[config.mk]
export PLATFORM = sky130hd
export DESIGN_NAME = key_debounce_press_timer
export DESIGN_NICKNAME = d
export VERILOG_FILES = /design/src/hw/rtl/kdpt_pkg.sv /design/src/hw/rtl/kdpt_out_fifo.sv /design/src/hw/rtl/key_debounce_press_timer.sv
export SDC_FILE = /design/constraint.sdc
export NUM_CORES = 1
export LEC_CHECK = 0
export ABC_AREA = 1
export BUFFER_PORTS_ARGS = -buffer_cell sky130_fd_sc_hd__buf_4
export CAP_MARGIN = 20
export CORE_UTILIZATION = 55
export DETAILED_ROUTE_END_ITERATION = 7
export PLACE_DENSITY = 0.78
export SLEW_MARGIN = 15
export SYNTH_ARGS = -nofsm -noshare
export SYNTH_HDL_FRONTEND = slang
export SYNTH_HIERARCHICAL = 1
export SYNTH_SLANG_ARGS = --single-unit
export TNS_END_PERCENT = 20
[constraint.sdc]
create_clock -name clk -period 6.4 [get_ports clk]
set_clock_uncertainty 0.15 [all_clocks]
set_input_delay 0.64 -clock clk [delete_from_list [all_inputs] [get_ports clk]]
set_output_delay 0.64 -clock clk [all_outputs]
set_load 0.02 [all_outputs]
[src/hw/rtl/kdpt_pkg.sv]
`timescale 1ns / 1ps

package kdpt_pkg;

  localparam int CFG_W  = 32;
  localparam int CFG_AW = 3;

  localparam logic REG_LONG_PRESS = 1'b0;

  localparam logic [CFG_W-1:0] LONG_PRESS_RESET = 32'd500;

  localparam logic [1:0] ST_UP      = 2'd0;
  localparam logic [1:0] ST_FALLING = 2'd1;
  localparam logic [1:0] ST_DOWN    = 2'd2;
  localparam logic [1:0] ST_RISING  = 2'd3;

  localparam int FIFO_DEPTH = 4;
  localparam int FIFO_AW    = 2;

  typedef logic [1:0] key_state_t;

  typedef struct packed {
    logic [FIFO_AW:0] used;
    logic             not_empty;
  } fifo_stat_t;

endpackage

[src/hw/rtl/kdpt_out_fifo.sv]
`timescale 1ns / 1ps

module kdpt_out_fifo
  import kdpt_pkg::*;
#(
  parameter int DATA_W = 8
) (
  input  logic              clk,
  input  logic              rst_n,
  input  logic              push,
  input  logic [DATA_W-1:0] push_data,
  input  logic              pop,
  output logic [DATA_W-1:0] pop_data,
  output fifo_stat_t        stat
);

  logic [DATA_W-1:0]  mem_r [FIFO_DEPTH];
  logic [FIFO_AW-1:0] wr_ptr_r;
  logic [FIFO_AW-1:0] rd_ptr_r;
  logic [FIFO_AW:0]   used_r;
  logic [FIFO_AW:0]   used_nxt;

  always_ff @(posedge clk) begin
    if (push) begin
      mem_r[wr_ptr_r] <= push_data;
    end
  end

  always_comb begin
    used_nxt = used_r;
    if (push && !pop) begin
      used_nxt = used_r + 1'b1;
    end else if (pop && !push) begin
      used_nxt = used_r - 1'b1;
    end
  end

  always_ff @(posedge clk) begin
    if (!rst_n) begin
      wr_ptr_r <= '0;
      rd_ptr_r <= '0;
      used_r   <= '0;
    end else begin
      if (push) begin
        wr_ptr_r <= wr_ptr_r + 1'b1;
      end
      if (pop) begin
        rd_ptr_r <= rd_ptr_r + 1'b1;
      end
      used_r <= used_nxt;
    end
  end

  assign pop_data       = mem_r[rd_ptr_r];
  assign stat.used      = used_r;
  assign stat.not_empty = (used_r != '0);

endmodule

[src/hw/rtl/key_debounce_press_timer.sv]
`timescale 1ns / 1ps
// key debounce with press-duration timer
// in_*: one sample word per key: key number, raw level (0 pressed) and tick count.
// each key steps through up, falling, down, rising; two agreeing samples accept
// a press or a release. an accepted press stores its tick, an accepted release
// sends one out_* word with key, release tick, wrapped press duration and a
// start marker that is raised once, on the first release longer than
// long_press_ticks (apb register at byte address 0, reset value 500).
// throughput: one sample word per cycle while in_tready is high. per-key state sits in a small ram
// that is read when a word is taken and written back the next cycle; a
// same-key word right behind it gets the written-back entry forwarded.
// a release word is pushed from the read stage into the output queue, in order.
// samples that cause no release produce no output word.
// a four-word output queue holds results while out_tready is low; in_tready
// drops only when every queue slot is spoken for by queued or in-flight words.
// reset (synchronous, active low) puts all keys up, press ticks at all ones,
// the marker armed and the threshold at 500; no clearing pass is needed, the
// block takes samples in the first cycle after reset.
module key_debounce_press_timer
  import kdpt_pkg::*;
#(
  parameter int NUM_KEYS   = 4,
  parameter int TICK_WIDTH = 32,
  localparam int KW        = (NUM_KEYS > 1) ? $clog2(NUM_KEYS) : 1,
  localparam int IN_W      = KW + 1 + TICK_WIDTH,
  localparam int IN_TW     = ((IN_W + 7) / 8) * 8,
  localparam int OUT_W     = KW + 2 * TICK_WIDTH + 1,
  localparam int OUT_TW    = ((OUT_W + 7) / 8) * 8
) (
  input  logic                clk,
  input  logic                rst_n,
  // key_index, key_level, tick_now
  input  logic [IN_TW-1:0]    in_tdata,
  input  logic                in_tvalid,
  output logic                in_tready,
  // released_key, release_tick, press_ticks, start_marker
  output logic [OUT_TW-1:0]   out_tdata,
  output logic                out_tvalid,
  input  logic                out_tready,
  input  logic                psel,
  input  logic                penable,
  input  logic                pwrite,
  input  logic [CFG_AW-1:0]   paddr,
  input  logic [CFG_W-1:0]    pwdata,
  output logic [CFG_W-1:0]    prdata,
  output logic                pready
);

  localparam int ENT_W  = TICK_WIDTH + 2;
  localparam int CMP_W  = (TICK_WIDTH > CFG_W) ? TICK_WIDTH : CFG_W;

  localparam logic [ENT_W-1:0] ENT_RESET = {ST_UP, {TICK_WIDTH{1'b1}}};

  logic [KW-1:0]         in_key;
  logic                  in_level;
  logic [TICK_WIDTH-1:0] in_tick;
  logic                  in_acc;
  logic                  in_hit;

  logic [CFG_W-1:0]      long_press_r;
  logic                  cfg_wr;

  logic [ENT_W-1:0]      mem_r [NUM_KEYS];
  logic [NUM_KEYS-1:0]   ent_vld_r;
  logic [ENT_W-1:0]      rd_ent_r;
  logic                  rd_vld_r;

  logic                  s1_valid_r;
  logic                  s1_hit_r;
  logic [KW-1:0]         s1_key_r;
  logic                  s1_level_r;
  logic [TICK_WIDTH-1:0] s1_tick_r;

  logic                  wb_vld_r;
  logic [KW-1:0]         wb_key_r;
  logic [ENT_W-1:0]      wb_ent_r;

  logic                  armed_r;

  logic [ENT_W-1:0]      cur_ent;
  key_state_t            cur_st;
  logic [TICK_WIDTH-1:0] cur_tick;
  key_state_t            nxt_st;
  logic [TICK_WIDTH-1:0] nxt_tick;
  logic                  release_hit;
  logic [TICK_WIDTH-1:0] dur;
  logic                  fire;
  logic                  wr_en;
  logic [ENT_W-1:0]      wr_ent;
  logic                  res_push;
  logic [OUT_W-1:0]      res_data;
  logic [OUT_W-1:0]      fifo_q;
  logic                  fifo_pop;
  fifo_stat_t            fifo_stat;

  assign in_key   = in_tdata[KW-1:0];
  assign in_level = in_tdata[KW];
  assign in_tick  = in_tdata[KW+1 +: TICK_WIDTH];
  assign in_acc   = in_tvalid && in_tready;
  assign in_hit   = ({1'b0, in_key} < (KW+1)'(NUM_KEYS));

  // slots in the output queue cover queued words, the word in flight and a new one
  assign in_tready = (({1'b0, fifo_stat.used} + (FIFO_AW+2)'(s1_valid_r))
                      < (FIFO_AW+2)'(FIFO_DEPTH));

  // configuration
  assign pready = 1'b1;
  assign cfg_wr = psel && penable && pwrite && pready && (paddr[2] == REG_LONG_PRESS);

  always_ff @(posedge clk) begin
    if (!rst_n) begin
      long_press_r <= LONG_PRESS_RESET;
    end else if (cfg_wr) begin
      long_press_r <= pwdata;
    end
  end

  always_comb begin
    prdata = '0;
    if (paddr[2] == REG_LONG_PRESS) begin
      prdata = long_press_r;
    end
  end

  // per-key state ram
  always_ff @(posedge clk) begin
    if (wr_en) begin
      mem_r[s1_key_r] <= wr_ent;
    end
    if (in_acc && in_hit) begin
      rd_ent_r <= mem_r[in_key];
    end
  end

  always_ff @(posedge clk) begin
    if (!rst_n) begin
      ent_vld_r <= '0;
      rd_vld_r  <= 1'b0;
    end else begin
      if (wr_en) begin
        ent_vld_r[s1_key_r] <= 1'b1;
      end
      if (in_acc && in_hit) begin
        rd_vld_r <= ent_vld_r[in_key];
      end
    end
  end

  // read stage
  always_ff @(posedge clk) begin
    if (!rst_n) begin
      s1_valid_r <= 1'b0;
      s1_hit_r   <= 1'b0;
    end else begin
      s1_valid_r <= in_acc;
      s1_hit_r   <= in_acc && in_hit;
    end
  end

  always_ff @(posedge clk) begin
    if (in_acc) begin
      s1_key_r   <= in_key;
      s1_level_r <= in_level;
      s1_tick_r  <= in_tick;
    end
  end

  // forward last write-back when the same key follows right behind
  always_comb begin
    if (wb_vld_r && (wb_key_r == s1_key_r)) begin
      cur_ent = wb_ent_r;
    end else if (rd_vld_r) begin
      cur_ent = rd_ent_r;
    end else begin
      cur_ent = ENT_RESET;
    end
  end

  assign cur_st   = cur_ent[ENT_W-1 -: 2];
  assign cur_tick = cur_ent[TICK_WIDTH-1:0];

  always_comb begin
    nxt_st      = cur_st;
    nxt_tick    = cur_tick;
    release_hit = 1'b0;
    unique case (cur_st)
      ST_UP: begin
        if (!s1_level_r) begin
          nxt_st = ST_FALLING;
        end
      end
      ST_FALLING: begin
        if (!s1_level_r) begin
          nxt_st   = ST_DOWN;
          nxt_tick = s1_tick_r;
        end else begin
          nxt_st = ST_UP;
        end
      end
      ST_DOWN: begin
        if (s1_level_r) begin
          nxt_st = ST_RISING;
        end
      end
      ST_RISING: begin
        if (!s1_level_r) begin
          nxt_st = ST_DOWN;
        end else begin
          nxt_st      = ST_UP;
          release_hit = 1'b1;
        end
      end
    endcase
  end

  assign dur      = s1_tick_r - cur_tick;
  assign fire     = armed_r && (CMP_W'(dur) > CMP_W'(long_press_r));
  assign wr_en    = s1_valid_r && s1_hit_r;
  assign wr_ent   = {nxt_st, nxt_tick};
  assign res_push = wr_en && release_hit;
  assign res_data = {fire, dur, s1_tick_r, s1_key_r};

  always_ff @(posedge clk) begin
    if (!rst_n) begin
      wb_vld_r <= 1'b0;
      armed_r  <= 1'b1;
    end else begin
      wb_vld_r <= wr_en;
      if (res_push && fire) begin
        armed_r <= 1'b0;
      end
    end
  end

  always_ff @(posedge clk) begin
    if (wr_en) begin
      wb_key_r <= s1_key_r;
      wb_ent_r <= wr_ent;
    end
  end

  // output queue
  assign fifo_pop = out_tvalid && out_tready;

  kdpt_out_fifo #(
    .DATA_W (OUT_W)
  ) u_out_fifo (
    .clk       (clk),
    .rst_n     (rst_n),
    .push      (res_push),
    .push_data (res_data),
    .pop       (fifo_pop),
    .pop_data  (fifo_q),
    .stat      (fifo_stat)
  );

  assign out_tvalid = fifo_stat.not_empty;
  assign out_tdata  = OUT_TW'(fifo_q);

`ifndef SYNTHESIS
  a_no_overflow: assert property (@(posedge clk) disable iff (!rst_n)
    (({1'b0, fifo_stat.used} + (FIFO_AW+2)'(s1_valid_r)) <= (FIFO_AW+2)'(FIFO_DEPTH)))
    else $error("output queue overcommitted");

  a_accept_to_stage: assert property (@(posedge clk) disable iff (!rst_n)
    in_acc |=> s1_valid_r)
    else $error("accepted sample missing from read stage");

  a_marker_once: assert property (@(posedge clk) disable iff (!rst_n)
    !armed_r |=> !armed_r)
    else $error("start marker rearmed without reset");

  a_marker_fires: assert property (@(posedge clk) disable iff (!rst_n)
    (res_push && fire) |=> !armed_r)
    else $error("marker fired but stayed armed");
`endif

endmodule

## Yosys cells after proc, flatten, opt, wreduce, memory -nomap -nowiden

Memory sizes are Yosys's and may differ from the RTL's. A register that Yosys moved wholly into a read port is not among the register bits.
Index checks and enable logic that the tools add are counted.

| storage, ports and cells | value |
|---|---|
| register bits | 118 |
| memory bits (writable) | 404 |
| output and inout port bits | 107 |
| logic and storage cells | 74 |
| memories | 2 |

Memory list:

| memory | depth | width | rd ports | clocked after memory_dff | write ports | line | RTL |
|---|---|---|---|---|---|---|---|
| u_out_fifo.mem_r | 4 | 67 | 1 | 1 | 1 | kdpt_out_fifo.sv:17 | `logic [DATA_W-1:0] mem_r [FIFO_DEPTH];` |
| mem_r | 4 | 34 | 1 | 1 | 1 | key_debounce_press_timer.sv:63 | `logic [ENT_W-1:0] mem_r [NUM_KEYS];` |

| cells by class | value |
|---|---|
| add/subtract/negate cells | 6 |
| $lt $le $gt $ge | 5 |
| eq/ne operators | 4 |
| multiplexer cells | 23 |
| bitwise gates (word level) | 2 |
| reductions and logical operators | 18 |

Operators by type and width:

| operator | count |
|---|---|
| two-way mux 32 bit | 3 |
| two-way mux 34 bit | 2 |
| greater-than comparator 32 bit | 1 |
| subtractor 32 bit | 1 |
| logical AND 1 bit | 12 |
| two-way mux 2 bit | 5 |
| two-way mux 1 bit | 8 |
| < comparator 2 x 3 -> 1 bit (second input constant) | 2 |
| two-way mux 3 bit | 2 |
| one-hot mux 2 bit (3 select lines) | 1 |
| adder 2 x 1 -> 2 bit (second input constant) | 2 |
| adder 3 x 1 -> 4 bit | 1 |
| == test 2 bit (second input constant) | 2 |
| < comparator 4 x 3 -> 1 bit (second input constant) | 1 |
| OR 4 bit | 1 |
| adder 3 x 1 -> 3 bit (second input constant) | 1 |
| nonzero test 3 bit | 1 |
| subtractor 3 x 1 -> 3 bit (second input constant) | 1 |
| binary-select mux 1 bit (select 2 bit) | 1 |
| demux 1 bit (select 2 bit) | 1 |
| == test 2 x 1 -> 1 bit (second input constant) | 1 |
| == test 2 bit | 1 |
| >= comparator 2 x 1 -> 1 bit (second input constant) | 1 |
| zero test 1 bit | 2 |
| other kinds (4) | 4 |

## Longest topological paths before layout

| depth | value |
|---|---|
| word-level depth | 10 |
| mapped depth | 34 |

## By module

The synthesis kept the hierarchy.

By module, submodules not included:

| module | instances | cells each | area an instance (sq um) |
|---|---|---|---|
| key_debounce_press_timer | 1 | 1,349 | 13,460.4 |
| kdpt_out_fifo | 1 | 706 | 10,378.7 |

## Worst setup path after synthesis

OpenSTA, ideal clock, no wires.

| timing path | value |
|---|---|
| path type | register to register |
| start point | register s1_hit_r |
| end point | memory mem_r[3][0] (netlist bit), enable pin |
| data arrival time | 3.847 ns |
| slack | 1.933 ns |
| stages on the path, launching flop included | 3 |
| path buffers | 0 |
| clock period less this slack | 4.467 ns |
| cell sequence | dfxtp_1 > inv_1 > nor3_1 |

| between the ends | value |
|---|---|
| word-level cells in the longest chain between the ends | 2 |

Ends and longest elaborated chain:

| element | line | RTL |
|---|---|---|
| start: declaration | key_debounce_press_timer.sv:69 | `logic s1_hit_r;` |
| start signal: assignment | key_debounce_press_timer.sv:156 | `s1_hit_r <= in_acc && in_hit;` |
| two-way mux 1 bit | key_debounce_press_timer.sv:127 | `if (wr_en) begin` |
| two-way mux 1 bit (implied by the code) | key_debounce_press_timer.sv:128 | `mem_r[s1_key_r] <= wr_ent;` |
| end: declaration | key_debounce_press_timer.sv:63 |  |

No other way between the ends.

## Final worst setup path

| timing path | value |
|---|---|
| start point | register s1_key_r[0] |
| end point | memory u_out_fifo/mem_r[1][66] (netlist bit) (data pin) |

| between the ends | value |
|---|---|
| word-level cells in the longest chain between the ends | 6 |

Ends and longest elaborated chain:

| element | line | RTL |
|---|---|---|
| start: declaration | key_debounce_press_timer.sv:70 | `logic [KW-1:0] s1_key_r;` |
| start signal: assignment | key_debounce_press_timer.sv:162 | `s1_key_r <= in_key;` |
| == test 2 bit | key_debounce_press_timer.sv:170 | `if (wb_vld_r && (wb_key_r == s1_key_r)) begin` |
| logical AND 1 bit | key_debounce_press_timer.sv:170 |  |
| two-way mux 34 bit | key_debounce_press_timer.sv:170 |  |
| subtractor 32 bit | key_debounce_press_timer.sv:216 | `assign dur = s1_tick_r - cur_tick;` |
| named net dur[31] | key_debounce_press_timer.sv:86 | `logic [TICK_WIDTH-1:0] dur;` |
| greater-than comparator 32 bit | key_debounce_press_timer.sv:217 | `assign fire = armed_r && (CMP_W'(dur) > CMP_W'(long_press_r));` |
| logical AND 1 bit | key_debounce_press_timer.sv:217 |  |
| named net fire | key_debounce_press_timer.sv:87 | `logic fire;` |
| end: declaration | kdpt_out_fifo.sv:17 |  |

The timed path passes the listed nets, and every way through them passes these cells.

==> results by stage <==
Pwr:
- The internal power contribution is ~7 mW.
- The combinational fraction of design power is a little over a fifth.
- The switching power of the nets is about 2.9 mW.
- In this run the power density over the cells is ~360 nW/um^2.
- The analysis attributes to cell leakage a power of 10.0 nW.
- The worst vdd rail ir drop is ~0.24 mV.
- The register share of total power is 45.9%.
- The proportion of total power due to net switching is ~30%.
- The share of total power dissipated in the clock network is about a third.

Worst setup path:
- The number of buffers and inverters on the critical path is 3.
- Of all nets on the critical path, the largest fanout is 55.
- The class of the most critical setup path is reg2reg.
- The family with the most delay on the worst path is simple AND/OR/NAND/NOR gates.
- For the worst setup path, the data required time is 6580 ps.
- STA classifies the critical path endpoint as a flip-flop.
- The worst path arrival time is 5800 ps.
- The type of origin of the critical path is a flip-flop.
- The largest single stage delay on the critical path is between 600 and 700 ps.
- On the critical path, the stage with the largest delay is an instance of o21ai_0.
- The most used cell along the critical path is nand2_1.

Synthesis:
- The share of the synthesized area in the top cell type is approximately 64%.
- In this run the mean area of a mapped cell was about 12 um^2.
- The post-synthesis cell type count is between 50 and 60.
- Sorting the synthesized cells by area gives the leading types as edfxtp_1 (64%), o21ai_0 (6.1%), nor2_1 (5.5%).
- In the post-synthesis netlist, the cell with the most instances is edfxtp_1.
- The top flip-flop cell by instance count after synthesis is edfxtp_1.
- Of the synthesized area, sequential elements account for around two thirds.
- The number of synthesized flops with an enable pin is 509.
- Synthesis produced 2,055 cells.
- After synthesis the cells add up to ~24,000 um^2.
- The Yosys step of the flow raised 6 warnings.
- The biggest area contributor in the post-synthesis netlist is edfxtp_1.
- After synthesis, the share of flip-flops with an asynchronous set or reset is 0%.
- The total of flip-flops plus latches after synthesis is 558.
- After synthesis, the most frequently instantiated cells are edfxtp_1 (509), nor2_1 (348), o21ai_0 (292).

Routing:
- The number of DRC violations after detailed routing is 0.
- The via count normalized by instance count is roughly 5.8.
- The number of detailed-route iterations in the first pass is 6.
- The number of violations reported at the end of detailed-routing iteration 0 is roughly 1,700.
- The routed length on met2 is 28,200 um.
- After detailed routing, the wire length on met1 is around 24,000 um.
- The routed length per placed instance is slightly above 20 um.
- In the detailed route, the total length drawn on met3 is around 4500 um.
- The detail route stage leaves a number of antenna-violating nets equal to 0.
- The highest metal layer carrying signal wires in the routed design is met4.
- Detailed routing inserted a total of 16,400 vias.
- Summed over all layers, the routed wires come to 58,300 um.

Clock tree:
- The clock tree synthesis step divided the H-tree into 2 levels.
- Once the clock tree was built, the resizer swapped 0 gates to a different size.
- The number of clock sinks seen by CTS is 558.
- The later pin in the worst-skew pair is clocked with a latency of ~600 ps.
- The number of setup buffers added after CTS is 0.
- Counting the buffers created by CTS gives 54.
- The count of hold buffers inserted by post-cts repair is 0.
- TritonCTS built the clock tree.
- The longest clock path from root to sink contains 3 buffers.
- Clock tree synthesis selected as its root buffer the cell clkbuf_16.
- Clock-pin slew was measured on the worst setup and hold paths at 60 ps.

GRT:
- Global routing finished with a remaining overflow of 0.
- The first global-routing pass estimated 88,500 um of wire.
- The total routing usage reported by global routing is 26.4%.
- Entering global routing, the biggest net connects ~140 pins.
- The initial antenna violation count is 0.
- The number of global-route vias before repair is approximately 16,000.

Timing:
- The total count of max-transition violations in the final report came to 0.
- Once routing completed, OpenROAD measured the worst setup slack at 779 ps.
- Setup repair after global routing left no endpoint under its margin.
- The accumulated negative setup slack is 0 ps.
- The period utilization is between 80% and 90%.
- The post-route minimum period is roughly 5600 ps.
- The number of failing setup endpoints in the final timing report is 0.
- For the pin with the worst max-slew slack, the measured transition is a little under 1000 ps.
- The final count of hold timing violations is 0.
- The maximum clock frequency is approximately 180 MHz.
- The worst slew slack as a fraction of its limit is about a third.

Finish:
- The post-route netlist has between 10 and 15% of its cells at a drive strength greater than 1.
- For this run, the post-layout net count is around 2,400.
- The repair_antennas step left the layout with diodes totalling 0.
- From synthesis to final layout, the design area changed by 14.9%.
- The filler cells instantiated in the layout total between 3,000 and 4,000.

Floorplanning:
- Measured along the y axis, the die boundary spans between 200 and 250 um.
- The floorplan step defined a die boundary enclosing about 44,000 um^2.
- The floorplan step defined a core boundary enclosing roughly 42,000 um^2.
- The number of placement rows is 75.
- The starting density of the core is a little under three fifths.
- The number of top-level pins is 189.
- In this run the horizontal extent of the chip is between 200 and 250 um.

Placed design:
- At the placement stage, the worst setup path has a slack of a little over 900 ps.
- The wire-length estimate of the detail-placed layout is ~38,000 um.
- The final weighted congestion in routability-driven placement is 0.877.
- Buffers placed on the I/O ports in this run total around 180.

Run:
- The number of maximum-capacitance violations is 0.

Status:
- The flow ran to the end, and the final reports show no timing, DRC or antenna violations.

Hold path:
- In this run the worst hold path is classified as in2reg.
[cells by family (layout without fill, tap and decap cells)]
logic type,Yosys count,in the layout,share of synthesized area (%)
AND/OR/NAND/NOR,651,651,11.3
other,2,6,0.0315
flip-flops,558,558,68.2
XOR/XNOR,15,15,0.551
adder cells (fa/ha/maj),66,66,3.50
buffers and inverters,227,426,4.27
AO/OA/AOI/OAI,536,536,12.1
[placed cells by master, fill, tap and decap left out, types with 55 or more instances in the layout]
| cell | Yosys | final |
|---|---|---|
| edfxtp_1 | 509 | 509 |
| nor2_1 | 348 | 348 |
| o21ai_0 | 292 | 292 |
| buf_4 | 6 | 198 |
| nand2_1 | 197 | 197 |
| inv_1 | 122 | 117 |
| a21oi_1 | 111 | 111 |
| o22ai_1 | 102 | 102 |
| ha_1 | 65 | 65 |
| clkbuf_16 | 0 | 55 |
[worst paths after layout]
check,end,slack [ps],cells past startpoint,startpoint
min reg2reg,flip-flop,290,1,u_out_fifo/rd_ptr_r[1]
max reg2reg,u_out_fifo/mem_r[1][66],780,25,s1_key_r[0]
min,s1_tick_r[5],60,1,in_tdata[8]
max,u_out_fifo/mem_r[1][66],780,25,s1_key_r[0]
[metal layers]
metal  vias up  GRT usage (%)
met5         -              0
met4         0           10.0
met3       111           3.81
met2       754           43.7
met1      7913           35.5
li1       7661              -
[cell type report]
cell class	count	area (um^2)	share of cell area [%]
inverters	127	482	1.76
flip-flops and latches	558	16300	59.4
repair buffers	199	1510	5.50
well taps	577	722	2.64
clock buffers	71	1480	5.39
clock inverters	29	339	1.24
multi-input cells	1274	6590	24.1
[flip-flops by register name (all words and copies together), names as in the netlist, named ones only]
| name | cells |
|---|---|
| u_out_fifo/mem_r | 268 |
| mem_r | 136 |
| rd_ent_r | 34 |
| wb_ent_r | 34 |
| long_press_r | 32 |
| s1_tick_r | 32 |
| ent_vld_r | 4 |
| u_out_fifo/used_r | 3 |
| s1_key_r | 2 |
| u_out_fifo/rd_ptr_r | 2 |
| u_out_fifo/wr_ptr_r | 2 |
| wb_key_r | 2 |
| armed_r | 1 |
| rd_vld_r | 1 |
| s1_hit_r | 1 |
| s1_level_r | 1 |
| wb_vld_r | 1 |
[power groups by stage]
stage                     Clock (mW)  Combinational (mW)  Sequential [mW]
after CTS                       3.25                2.05             4.47
after global placement             0                1.98             4.53
after global routing            3.38                2.24             4.48
after floorplan                    0                1.34             4.47
after detailed placement           0                2.05             4.54
final                           3.21                2.06             4.47
[stage by stage]
| stage | total power, mW | area, um^2 | utilization, % | hold slack (ps) | std cells |
|---|---|---|---|---|---|
| after floorplan | 5.81 | 23900 | - | 261 | 2059 |
| after CTS | 9.78 | 27400 | 64.7 | 36.5 | 2835 |
| after detailed placement | 6.59 | 25600 | 60.4 | 277 | 2735 |
| final | 9.74 | 27400 | 64.7 | 62.2 | 2835 |
| after global placement | 6.51 | 25600 | 60.4 | 265 | 2734 |
| after global routing | 10.1 | 27400 | 64.7 | 35.7 | 2835 |
Note: power is estimated with default switching activity, not from simulation.
